==> src/rtl/vpu_pkg.sv <==
// vpu_pkg: shared types and constants for the vector projection unit.
// Used by vpu_div and vector_projection_unit; depends on nothing else.

package vpu_pkg;

    // Item and result payloads
    typedef struct packed {
        logic signed [31:0] a_elem;
        logic signed [31:0] b_elem;
        logic               last;
    } vpu_item_t;

    typedef struct packed {
        logic signed [31:0] value;
        logic [3:0]         elem_index;
        logic               last_out;
        logic [1:0]         status;
    } vpu_result_t;

    // Status codes
    localparam logic [1:0] STAT_OK       = 2'd0;
    localparam logic [1:0] STAT_ZERO_B   = 2'd1;
    localparam logic [1:0] STAT_OVERFLOW = 2'd2;

    // Configuration register map (index = paddr[2])
    localparam int unsigned  PADDR_W  = 3;
    localparam logic         REG_MODE = 1'b0;

    // Q16.16 scale division: 64-bit magnitude widened by 16 fraction bits
    localparam int unsigned FRAC_BITS = 16;
    localparam int unsigned DVD_W     = 64 + FRAC_BITS;
    localparam int unsigned DIV_CNT_W = $clog2(DVD_W);

endpackage

==> src/rtl/vpu_div.sv <==
// vpu_div: restoring divider forming the Q16.16 scale num*2^16/den,
// truncated toward zero and saturated to 32 bits. Depends on vpu_pkg.

module vpu_div (
    input  logic                clk,
    input  logic                rst_n,
    input  logic                start,
    input  logic signed [63:0]  num,
    input  logic [63:0]         den,
    output logic                done,
    output logic signed [31:0]  scale
);
    import vpu_pkg::*;

    logic                 busy_reg;
    logic                 done_reg;
    logic [DIV_CNT_W-1:0] cnt_reg;
    logic [DVD_W-1:0]     dvd_reg;
    logic [63:0]          den_reg;
    logic [63:0]          rem_reg;
    logic [31:0]          quo_reg;
    logic                 high_reg;
    logic                 neg_reg;

    logic [64:0] rem_shift;
    logic        fits;
    logic [63:0] rem_next;
    logic [63:0] mag;

    assign mag       = num[63] ? 64'(-num) : 64'(num);
    assign rem_shift = {rem_reg, dvd_reg[DVD_W-1]};
    assign fits      = rem_shift >= {1'b0, den_reg};
    assign rem_next  = fits ? 64'(rem_shift - {1'b0, den_reg}) : rem_shift[63:0];

    always_ff @(posedge clk or negedge rst_n)
    begin
        if (!rst_n)
        begin
            busy_reg <= 1'b0;
            done_reg <= 1'b0;
            cnt_reg  <= '0;
        end
        else
        begin
            done_reg <= 1'b0;
            if (start)
            begin
                busy_reg <= 1'b1;
                cnt_reg  <= '0;
            end
            else if (busy_reg)
            begin
                cnt_reg <= cnt_reg + 1'b1;
                if (cnt_reg == DIV_CNT_W'(DVD_W - 1))
                begin
                    busy_reg <= 1'b0;
                    done_reg <= 1'b1;
                end
            end
        end
    end

    always_ff @(posedge clk)
    begin
        if (start)
        begin
            dvd_reg  <= {mag, {FRAC_BITS{1'b0}}};
            den_reg  <= den;
            rem_reg  <= '0;
            quo_reg  <= '0;
            high_reg <= 1'b0;
            neg_reg  <= num[63];
        end
        else if (busy_reg)
        begin
            dvd_reg  <= {dvd_reg[DVD_W-2:0], 1'b0};
            rem_reg  <= rem_next;
            // any quotient bit pushed past 32 bits forces saturation
            quo_reg  <= {quo_reg[30:0], fits};
            high_reg <= high_reg | quo_reg[31];
        end
    end

    always_comb
    begin
        if (neg_reg)
        begin
            if (high_reg || (quo_reg > 32'h8000_0000))
                scale = 32'sh8000_0000;
            else
                scale = $signed(-quo_reg);
        end
        else
        begin
            if (high_reg || quo_reg[31])
                scale = 32'sh7FFF_FFFF;
            else
                scale = $signed(quo_reg);
        end
    end

    assign done = done_reg;

endmodule

==> config.mk <==
export PLATFORM = sky130hd
export DESIGN_NAME = vpu_div
export DESIGN_NICKNAME = d
export VERILOG_FILES = /design/src/rtl/vpu_pkg.sv /design/src/rtl/vpu_div.sv
export SDC_FILE = /design/constraint.sdc
export NUM_CORES = 1
export LEC_CHECK = 0
export ABC_AREA = 1
export BUFFER_PORTS_ARGS = -buffer_cell sky130_fd_sc_hd__buf_4
export CAP_MARGIN = 15
export CELL_PAD_IN_SITES_DETAIL_PLACEMENT = 1
export CELL_PAD_IN_SITES_GLOBAL_PLACEMENT = 2
export CORE_MARGIN = 4
export CORE_UTILIZATION = 30
export DETAILED_ROUTE_END_ITERATION = 10
export GPL_ROUTABILITY_DRIVEN = 0
export PLACE_DENSITY = 0.88
export SLEW_MARGIN = 20
export SYNTH_ARGS = -nofsm -noshare
export SYNTH_HDL_FRONTEND = slang
export SYNTH_SLANG_ARGS = --single-unit
==> constraint.sdc <==
create_clock -name clk -period 3.15 [get_ports clk]
set_clock_uncertainty 0.15 [all_clocks]
set_input_delay 0.1575 -clock clk [delete_from_list [all_inputs] [get_ports clk]]
set_output_delay 0.1575 -clock clk [all_outputs]
set_load 0.02 [all_outputs]
* After elaboration in Yosys (flattened, before gate mapping)
Index checks and enable logic that the tools add are counted.
** Word-level totals
- Bits in registers :: 235
- Bits of input ports :: 131
- Output and inout bits :: 33
- Word-level logic and storage cells :: 35
** Cells by class
- Add/sub/neg operators :: 4
- $lt $le $gt $ge :: 2
- Equality and inequality tests :: 1
- Multiplexer cells :: 15
- Bitwise operators :: 1
- Reductions and logical operators :: 3
** Operator list (number)
- $mux 80 :: 2
- $mux 64 :: 2
- $mux 32 :: 3
- $ge 65x64->1 :: 1
- $neg 64->64 :: 1
- $sub 64x64->64 :: 1
- $gt 32x32->1 const B :: 1
- $neg 32->32 :: 1
- $mux 7 :: 2
- $add 7x1->7 const B :: 1
- $eq 7x7->1 const B :: 1
- $mux 1 :: 6
- $logic_or 1x1->1 :: 2
- $reduce_bool 2->1 :: 1
- $or 1x1->1 :: 1

* Depth between registers and ports, before layout
Gate-level depths: netlist (run 1).
- Depth after elaboration :: 4
- Gate-level depth with buffers :: 20
- Depth with buffers taken out :: 18

* Least setup slack after synthesis (run 1)
OpenSTA, ideal clock, no wires.
- Kind :: input -> register
- From :: in start
- To :: reg dvd_reg[16] (enable)
- Setup time :: 0.453 ns
- Data arrival time :: 2.666 ns
- Required time :: 2.547 ns
- Slack :: -0.119 ns
- Stages :: 4
- Path buffers :: 2
- Path through :: clkbuf_1 nor2_1 clkinv_1 clkbuf_1
** Between the ends
- Word-level cells in the longest chain between the ends :: 1
** RTL lines
- start: declaration :: RTL line vpu_div.sv:7 : input logic start,
- $reduce_bool 2->1 (no line)
- end signal: assignment :: RTL line vpu_div.sv:67 : dvd_reg <= {mag, {FRAC_BITS{1'b0}}};
- end signal: assignment :: RTL line vpu_div.sv:76 : dvd_reg <= {dvd_reg[DVD_W-2:0], 1'b0};
- end: declaration :: RTL line vpu_div.sv:18 : logic [DVD_W-1:0] dvd_reg;
Every way passes these cells.
A chain may end at the register's enable or synchronous reset.

* Worst setup path in the final report (run 1)
- From :: reg quo_reg[6]
- To :: out scale[26]
** Between the ends
- Word-level cells in the longest chain between the ends :: 4
- Elaborated cells on any way between the ends :: 5
- Those cells by class :: 1 x add/sub; 1 x order compare; 2 x mux; 1 x reduce/logical
** RTL lines
- start: declaration :: RTL line vpu_div.sv:21 : logic [31:0] quo_reg;
- start signal: assignment :: RTL line vpu_div.sv:79 : quo_reg <= {quo_reg[30:0], fits};
- $gt 32x32->1 :: RTL line vpu_div.sv:88 : if (high_reg || (quo_reg > 32'h8000_0000))
- $logic_or 1x1->1 :: RTL line vpu_div.sv:88
- $mux 32 * :: RTL line vpu_div.sv:88
- $mux 32 * :: RTL line vpu_div.sv:86 : if (neg_reg)
- end: declaration :: RTL line vpu_div.sv:11 : output logic signed [31:0] scale
Mark *: on every way between the ends. The rest lies on a longest branch, timed or not.

==> impl_metrics.json, run 1 <==
{
  "grt-ovfl-total": 0,
  "synthCells": 2924,
  "die_y_um": 256,
  "p_per_area_nw_per_um2": 369,
  "cts_sinks": 235,
  "fin_ws_ns": 0.151,
  "worstHoldStart": "num[35]",
  "max_freq_mhz": 333,
  "syn_area_um2": 18400,
  "synth.distinct_cells": 43,
  "relSlewSlack": 0.327,
  "dpl_cell_area_um2": 20600,
  "first_global_vias": 19656,
  "io_buffer_count": 163,
  "grt_max_degree": 65,
  "place_ws_ns": 0.112,
  "hold_class": "input port to register",
  "vias_per_cell": 4.74,
  "clock_path_buffers": 3,
  "setup_violations": 0,
  "instances_no_fill": 4034,
  "final_nets": 3423,
  "cts_root_buffer": "clkbuf_16",
  "pwr-share-clk": 0.462,
  "synth_seq_cells": 235,
  "drc": 0,
  "die_area_um2": 65400,
  "async_reset_ff_frac": 0.0383,
  "maxSlewViolCount": 0,
  "critPathLaunchType": "register",
  "drive_gt1_frac": 0.103,
  "drt_first_pass_iters": 5,
  "hold_viol": 0,
  "vias": 19134,
  "holdPathEnd": "dvd_reg[51]",
  "multi_input_area_um2": 10100,
  "die_x_um": 256,
  "cp_cell_sequence": "nor2_1 > nand3_2 > nor2_4 > nand2_1 > nor4_2 > buf_4 > nand3_1 > xor2_1 > o21ai_0 > buf_4",
  "grt_pass1_wl_mm": 110,
  "syn_nets": 3123,
  "totalWireLength_mm": 69.5,
  "status": "finished clean",
  "insertion_delay_ns": 0.57,
  "reg2reg_depth": 15,
  "ys.flop_type": "edfxtp_1",
  "peakVddDrop_v": 0.000313,
  "n_fill_cell": 7844,
  "area_growth_syn_to_layout_pct": 25.8,
  "ys.warnings.count": 0,
  "cp_common_cell": "buf_4",
  "boundaryPins": 164,
  "drv_cap": 0,
  "start_util": 0.304,
  "ff_latch_area_um2": 6040,
  "cts_max_level": 2,
  "crit_slowest_cell": "dfxtp_1",
  "worstMarginPinSlew_ns": 1.01,
  "cts.reportedPaths.clkPinSlew_ns": 0.06,
  "cp.arrival_ns": 2.69,
  "rows": 90,
  "cts_tree": "yes",
  "crit_type": "register to output pin",
  "ant_nets": 0,
  "worstPathRequired_ns": 2.84,
  "grt_antenna_before_repair": 3,
  "dp_hpwl_mm": 54.2,
  "dp_cells": 3840,
  "crit_fanout": 5,
  "fin_setup_tns_ns": 0,
  "critPathMaxStageDelay_ns": 0.35,
  "avgSynthCellArea_um2": 6.29,
  "cp-end-kind": "output pin",
  "wire_per_inst_um": 17.2,
  "timing.rr.end": "rem_reg[60]",
  "core_um2": 60600,
  "ys_seq_area_frac": 0.328,
  "cellLeakagePower_nw": 11.9,
  "hold_path_depth": 4,
  "power_w": 0.00855,
  "r2r_start": "den_reg[40]",
  "min_period_over_period": 0.952,
  "cts_buffers": 34,
  "fin_crit_ns": 3.00,
  "grt.total_usage": 0.208,
  "design_area_um2": 23200,
  "switching_share": 0.274,
  "combPwrFrac": 0.131,
  "regToRegSetupSlack_ns": 0.27,
  "synth_edf_count": 129,
  "p_int_w": 0.00621,
  "sequentialPowerShare": 0.407,
  "switchingPower_w": 0.00234,
  "drt_iter0_drc": 1091
}
## cells by family after synthesis
logic type,count (synthesis),share of synthesized area
flops,235,0.328
simple gates,1672,0.377
buf+inv,599,0.128
fa+ha+maj,68,0.0466
compound gates,252,0.0739
xor+xnor,98,0.0466
## worst max path at each step
stage	startpoint	to	slack, ns
4_1_cts	quo_reg[1]	scale[26]	0.005
2_1_floorplan	busy_reg	dvd_reg[16]	0.76
3_5_place_dp	den_reg[40]	rem_reg[49]	0.11
3_3_place_gp	den_reg[40]	rem_reg[49]	0.22
6_report	quo_reg[6]	scale[26]	0.15
5_1_grt	quo_reg[6]	scale[26]	-0.002
## metal layers
| layer | vias up | wire (um) | track usage |
|---|---|---|---|
| li1 | 9767 | - | - |
| met1 | 8944 | 32400 | 0.279 |
| met2 | 333 | 32500 | 0.355 |
| met3 | 88 | 2850 | 0.0268 |
| met4 | 2 | 1760 | 0.0547 |
| met5 | - | 12 | 0 |
## what timing repair did
item / 4_1_cts / 5_1_grt
hold endpoints to repair: 150 / 0
hold buffers: 128 / 0
endpoints found under the setup margin: 8 / 52
resized for setup: 3 / 17
pin swaps: 0 / 2
setup buffers: 0 / 2
## synth_stat cells (2+ instances only)
cell / n / area (um^2)
nor2_4: 3 / 33.8
nor4_1: 9 / 56.3
o21ai_0: 99 / 495
nand2_1: 1077 / 4040
dfxtp_1: 97 / 1940
buf_1: 5 / 18.8
clkinv_1: 5 / 18.8
edfxtp_1: 129 / 3870
and2_1: 2 / 12.5
dfrtp_1: 9 / 225
a21oi_1: 59 / 295
xor2_1: 93 / 815
buf_6: 6 / 67.6
a31oi_1: 21 / 131
xnor2_1: 5 / 43.8
inv_1: 499 / 1870
nand3b_1: 27 / 203
o22ai_1: 32 / 200
buf_8: 3 / 45.0
buf_2: 14 / 70.1
nor3_2: 3 / 30.0
o21ai_1: 29 / 145
inv_2: 25 / 93.8
clkbuf_1: 40 / 150
o21bai_1: 7 / 52.6
nor2_2: 14 / 87.6
buf_4: 2 / 15.0
nand3_1: 208 / 1040
or2_2: 2 / 12.5
nor2_1: 239 / 897
ha_1: 67 / 838
nand3_2: 2 / 20.0
nand2_2: 5 / 31.3
nand4_1: 40 / 250
nor3_1: 39 / 195
## worst max-delay path: cells and delay by family, from the launching register on
family,cells,cell delay [ns]
and+or+nand+nor,6,0.95
xor gates and xnor gates,1,0.14
buffers and inverters,2,0.38
DFF,1,0.35
AOI/OAI and AO/OA,1,0.29
## cell usage in the layout, fill, tap and decap left out, types with 7 or more instances in the layout
cell type	count
o21ai_0	99
nand3_1	206
a21oi_1	59
nand3b_1	27
xor2_1	93
ha_1	66
dfrtp_1	9
inv_1	499
nand4_1	40
clkinv_1	9
clkbuf_16	34
nor3_1	37
buf_4	199
nor2_2	17
nand2_1	1075
o22ai_1	32
nor4_1	7
nor2_4	7
o21bai_1	7
dlygate4sd3_1	128
dfxtp_1	97
inv_2	24
nand2_2	7
nor2_1	232
o21ai_1	28
clkinv_2	9
a31oi_1	21
edfxtp_1	129
## area by class of cell
type / count / share of cell area
diodes: 2 / 0.000216
clock buffers: 38 / 0.0387
clock inverters: 24 / 0.0105
inverters: 529 / 0.0860
multi-input cells: 2090 / 0.436
flip-flops and latches: 235 / 0.261
well taps: 782 / 0.0423
repair buffers: 334 / 0.125
## power groups by stage
stage	Sequential [W]	Clock, W	Combinational [W]
6_report	0.00348	0.00395	0.00112
5_1_grt	0.00349	0.00419	0.00126
4_1_cts	0.00348	0.00407	0.00112
3_5_place_dp	0.00354	0	0.000987
3_3_place_gp	0.00353	0	0.000979
2_1_floorplan	0.00352	0	0.000568
## through the flow
step / hold WS, ns / utilization
final: 0.0448 / 0.382
after global placement: -0.158 / 0.341
after floorplan: -0.288 / -
after detailed placement: -0.157 / 0.341
after CTS: 0.0180 / 0.381
after global routing: 0.0595 / 0.382
No activity file was read; power rests on OpenSTA's default activity.
==> inputs of run 2 (changes only) <==
- ABC_CLOCK_PERIOD_IN_PS: not set -> 3150
- CORE_ASPECT_RATIO: not set -> 1.75
==> impl_metrics.json, run 2 (same netlist as run 1, synthesis figures left out) <==
{
  "insertion_delay_ns": 0.59,
  "crit_fanout": 27,
  "area_growth_syn_to_layout_pct": 25.7,
  "io_buffer_count": 163,
  "peakVddDrop_v": 0.000395,
  "worstPathRequired_ns": 2.84,
  "dp_cells": 3852,
  "hold_viol": 0,
  "sequentialPowerShare": 0.426,
  "cts.reportedPaths.clkPinSlew_ns": 0.07,
  "combPwrFrac": 0.138,
  "wire_per_inst_um": 18.5,
  "start_util": 0.304,
  "die_area_um2": 65500,
  "boundaryPins": 164,
  "final_nets": 3431,
  "die_x_um": 195,
  "critPathMaxStageDelay_ns": 0.31,
  "drc": 0,
  "timing.rr.end": "rem_reg[59]",
  "drt_iter0_drc": 693,
  "power_w": 0.00816,
  "switchingPower_w": 0.00212,
  "reg2reg_depth": 17,
  "switching_share": 0.259,
  "fin_crit_ns": 2.94,
  "die_y_um": 336,
  "cp-end-kind": "output pin",
  "r2r_start": "den_reg[1]",
  "regToRegSetupSlack_ns": 0.26,
  "holdPathEnd": "den_reg[35]",
  "drv_cap": 0,
  "ff_latch_area_um2": 6040,
  "clock_path_buffers": 3,
  "rows": 119,
  "cts_sinks": 235,
  "crit_type": "register to output pin",
  "cts_tree": "yes",
  "vias": 19467,
  "worstMarginPinSlew_ns": 0.902,
  "cts_buffers": 28,
  "first_global_vias": 20556,
  "dpl_cell_area_um2": 20700,
  "final_util": 0.383,
  "mostFrequentLayoutCell": "nand2_1",
  "ant_nets": 0,
  "status": "finished clean",
  "grt_pass1_wl_mm": 115,
  "hold_class": "input port to register",
  "n_fill_cell": 7931,
  "grt.total_usage": 0.223,
  "multi_input_area_um2": 10100,
  "grt-ovfl-total": 0,
  "max_freq_mhz": 340,
  "p_per_area_nw_per_um2": 353,
  "min_period_over_period": 0.933,
  "worstHoldStart": "den[35]",
  "drt_first_pass_iters": 6,
  "drive_gt1_frac": 0.105,
  "maxSlewViolCount": 0,
  "design_area_um2": 23100,
  "p_int_w": 0.00605,
  "layout_common_cells": "1074 x nand2_1, 498 x inv_1, 234 x nor2_1",
  "pwr-share-clk": 0.436,
  "crit_slowest_cell": "dfxtp_1",
  "critPathLaunchType": "register",
  "cellLeakagePower_nw": 11.9,
  "cp.arrival_ns": 2.63,
  "dp_hpwl_mm": 59.5,
  "totalWireLength_mm": 74.7,
  "instances_no_fill": 4041,
  "cp_cell_sequence": "inv_1 > ha_2 > nand3_2 > nor2_4 > nand2_1 > o21ai_1 > nand2_2 > nor2_4 > inv_6 > o21ai_2 > buf_4",
  "vias_per_cell": 4.82,
  "hold_path_depth": 2,
  "grt_antenna_before_repair": 2,
  "setup_violations": 0,
  "core_um2": 60500,
  "cts_root_buffer": "clkbuf_16",
  "grt_max_degree": 62,
  "cp_common_cell": "nor2_4",
  "relSlewSlack": 0.398,
  "cts_max_level": 1
}
-- run 2: changes by cell type in the layout (fill, tap and decap cells not counted), moves of 2 or more --
cell	before	now
buf_4	199	210
clkbuf_1	1	6
clkbuf_16	34	32
clkbuf_8	3	7
clkinv_1	9	4
clkinv_2	9	4
clkinvlp_4	3	0
dlygate4sd3_1	128	133
nor2_1	232	234
nor2_2	17	15
o21ai_0	99	93
o21ai_2	2	9
-- run 2: worst max-delay path: cells and delay by family, from the launching register on --
family	cells	cell delay [ns]
fa+ha+maj	1	0.22
compound gates	2	0.38
simple gates	5	0.71
flops	1	0.31
buf+inv	3	0.42
-- run 2: cell type report --
type / count / area share
multi-input cells: 2090 / 0.437
well taps: 786 / 0.0425
diodes: 1 / 0.000108
clock inverters: 6 / 0.00346
clock buffers: 46 / 0.0401
inverters: 529 / 0.0862
flip-flops and latches: 235 / 0.261
repair buffers: 348 / 0.130
-- run 2: repair_timing --
| action | CTS | global route |
|---|---|---|
| hold endpoints to repair | 156 | 0 |
| gates resized for setup | 16 | 15 |
| hold buffers | 133 | 0 |
| setup endpoints to repair | 29 | 30 |
| cloned | 0 | 0 |
| buffers inserted | 1 | 2 |
| pin swaps | 1 | 2 |
-- run 2: how the worst max path moves through the flow --
| stage | startpoint | end | slack [ns] | depth (start not counted) |
|---|---|---|---|---|
| 2_1_floorplan | busy_reg | dvd_reg[16] | 0.76 | 3 |
| 3_3_place_gp | quo_reg[0] | scale[3] | -0.06 | 11 |
| 3_5_place_dp | quo_reg[0] | scale[3] | -0.03 | 11 |
| 4_1_cts | num[20] | dvd_reg[67] | 0.01 | 15 |
| 5_1_grt | quo_reg[1] | scale[14] | -0.02 | 11 |
| 6_report | quo_reg[1] | scale[16] | 0.21 | 11 |
-- run 2: through the flow --
stage          hold WS [ns]  setup TNS, ns  worst slack, ns
6_report              0.141              0            0.209
5_1_grt               0.120        -0.0529          -0.0202
4_1_cts              0.0864              0           0.0143
3_5_place_dp         -0.160        -0.0338          -0.0296
3_3_place_gp         -0.161        -0.0613          -0.0613
2_1_floorplan        -0.288              0            0.762
-- run 2: routing by layer --
metal	GRT usage	vias up	part of all wire
met4	0.128	0	0.069
li1	-	9757	-
met3	0.0223	171	0.029
met2	0.451	379	0.55
met5	0	-	0
met1	0.215	9160	0.35
-- run 2: power groups by stage --
| stage | clock [W] | sequential (W) | combinational [W] |
|---|---|---|---|
| 2_1_floorplan | 0 | 0.00352 | 0.000568 |
| 3_3_place_gp | 0 | 0.00353 | 0.000982 |
| 3_5_place_dp | 0 | 0.00354 | 0.000990 |
| 4_1_cts | 0.00373 | 0.00348 | 0.00114 |
| 5_1_grt | 0.00380 | 0.00349 | 0.00126 |
| 6_report | 0.00356 | 0.00347 | 0.00113 |
==> inputs of run 3 (changes only) <==
- ABC_CLOCK_PERIOD_IN_PS: 3150 -> 2400
- clock period: 3.15 -> 2.4 ns (I/O delays scaled with it)
==> impl_metrics.json, run 3 (same netlist as run 1, synthesis figures left out) <==
{
  "insertion_delay_ns": 0.60,
  "crit_slowest_cell": "dfxtp_2",
  "cp_common_cell": "nand2_2",
  "drt_first_pass_iters": 7,
  "cellLeakagePower_nw": 15.1,
  "final_util": 0.489,
  "maxSlewViolCount": 0,
  "grt.total_usage": 0.256,
  "boundaryPins": 164,
  "drive_gt1_frac": 0.328,
  "critPathMaxStageDelay_ns": 0.34,
  "die_x_um": 195,
  "peakVddDrop_v": 0.000511,
  "clock_path_buffers": 3,
  "vias_per_cell": 4.94,
  "p_per_area_nw_per_um2": 379,
  "drc": 0,
  "setup_violations": 98,
  "hold_class": "input port to register",
  "final_nets": 3898,
  "worstMarginPinSlew_ns": 0.817,
  "die_area_um2": 65500,
  "first_global_vias": 24109,
  "power_w": 0.0112,
  "core_um2": 60500,
  "max_freq_mhz": 347,
  "cp-end-kind": "output pin",
  "dp_cells": 4250,
  "n_antenna_cell": 0,
  "drv_cap": 0,
  "crit_fanout": 6,
  "grt-ovfl-total": 0,
  "wire_per_inst_um": 20.0,
  "cts_max_level": 1,
  "status": "complete, but fails checks",
  "totalWireLength_mm": 90.2,
  "dp_hpwl_mm": 63.7,
  "fin_hold_ws_ns": 0.0888,
  "cts_sinks": 235,
  "area_growth_syn_to_layout_pct": 60.7,
  "fin_ws_ns": -0.485,
  "cp_cell_sequence": "inv_2 > nand2_2 > nor4_2 > buf_4 > nand2_2 > o21ai_2 > nand2_2 > nor2_4 > clkinvlp_4 > o21ai_2 > buf_6",
  "place_ws_ns": -0.541,
  "cts_tree": "yes",
  "layout_common_cells": "923 x nand2_1, 591 x buf_4, 461 x inv_1",
  "min_period_over_period": 1.20,
  "rsz0062_at_grt": "true",
  "ant_nets": 0,
  "rows": 119,
  "worstPathRequired_ns": 2.13,
  "grt_pass1_wl_mm": 132,
  "violations": "negative setup slack",
  "drt_iter0_drc": 734,
  "relSlewSlack": 0.455,
  "regToRegSetupSlack_ns": -0.36,
  "cts_buffers": 28,
  "mostFrequentLayoutCell": "nand2_1",
  "crit_type": "register to output pin",
  "cp.arrival_ns": 2.61,
  "cts_root_buffer": "clkbuf_16",
  "critPathLaunchType": "register",
  "io_buffer_count": 163,
  "vias": 22280,
  "cts.reportedPaths.clkPinSlew_ns": 0.08,
  "fin_crit_ns": 2.88,
  "grt_antenna_before_repair": 0,
  "instances_no_fill": 4507,
  "grt_max_degree": 101,
  "start_util": 0.304,
  "hold_viol": 0,
  "die_y_um": 336
}
==> run 3: critical path: cells and delay by family, from the launching register on <==
kind | cells | cell delay [ns]
buf+inv | 4 | 0.68
simple gates | 5 | 0.60
flops | 1 | 0.34
compound gates | 2 | 0.39
==> run 3: layout make-up <==
| type | instances | area, um^2 |
|---|---|---|
| tap | 786 | 983 |
| sequential | 235 | 6060 |
| timing repair inverter | 1 | 7.51 |
| clock buffer | 33 | 761 |
| inverter | 529 | 2010 |
| clock inverter | 19 | 193 |
| fill | 7654 | 30900 |
| timing repair buffer | 813 | 7200 |
| multi-input combinational | 2091 | 12400 |
==> run 3: worst paths after layout <==
check                            start     endpoint  depth (start not counted)
setup / recovery           quo_reg[19]    scale[16]                         11
hold reg to reg            rem_reg[24]  rem_reg[24]                          2
setup reg to reg           den_reg[44]  rem_reg[25]                         20
min in group asynchronous        rst_n         done                          3
hold / removal                 den[42]  den_reg[42]                          2
max in group asynchronous        rst_n   cnt_reg[6]                          3
==> run 3: metal layers <==
metal  vias up  global-route usage  share of wire
met5         -                   0              0
met4         0               0.167          0.082
met3       294              0.0250          0.034
met2       550               0.513           0.55
met1     10724               0.242           0.34
li1      10712                   -              -
==> run 3: what timing repair did <==
action	4_1_cts	5_1_grt
pin swaps	103	122
endpoints found under the setup margin	97	102
gates resized for setup	335	357
cloned	15	1
hold buffers	134	2
hold endpoints to repair	147	2
setup buffers	37	32
==> run 3: power breakdown <==
group | switching, W | internal (W)
logic | 0.00113 | 0.000932
clock network | 0.00191 | 0.00268
registers | 0.0000695 | 0.00449
==> run 3: metrics by stage <==
step	TNS [ns]	cell area (um^2)
after CTS	-32.61	28100
after detailed placement	-30.97	23800
after floorplan	0	18400
after global placement	-28.73	23800
final	-32.40	29600
after global routing	-44.26	29600
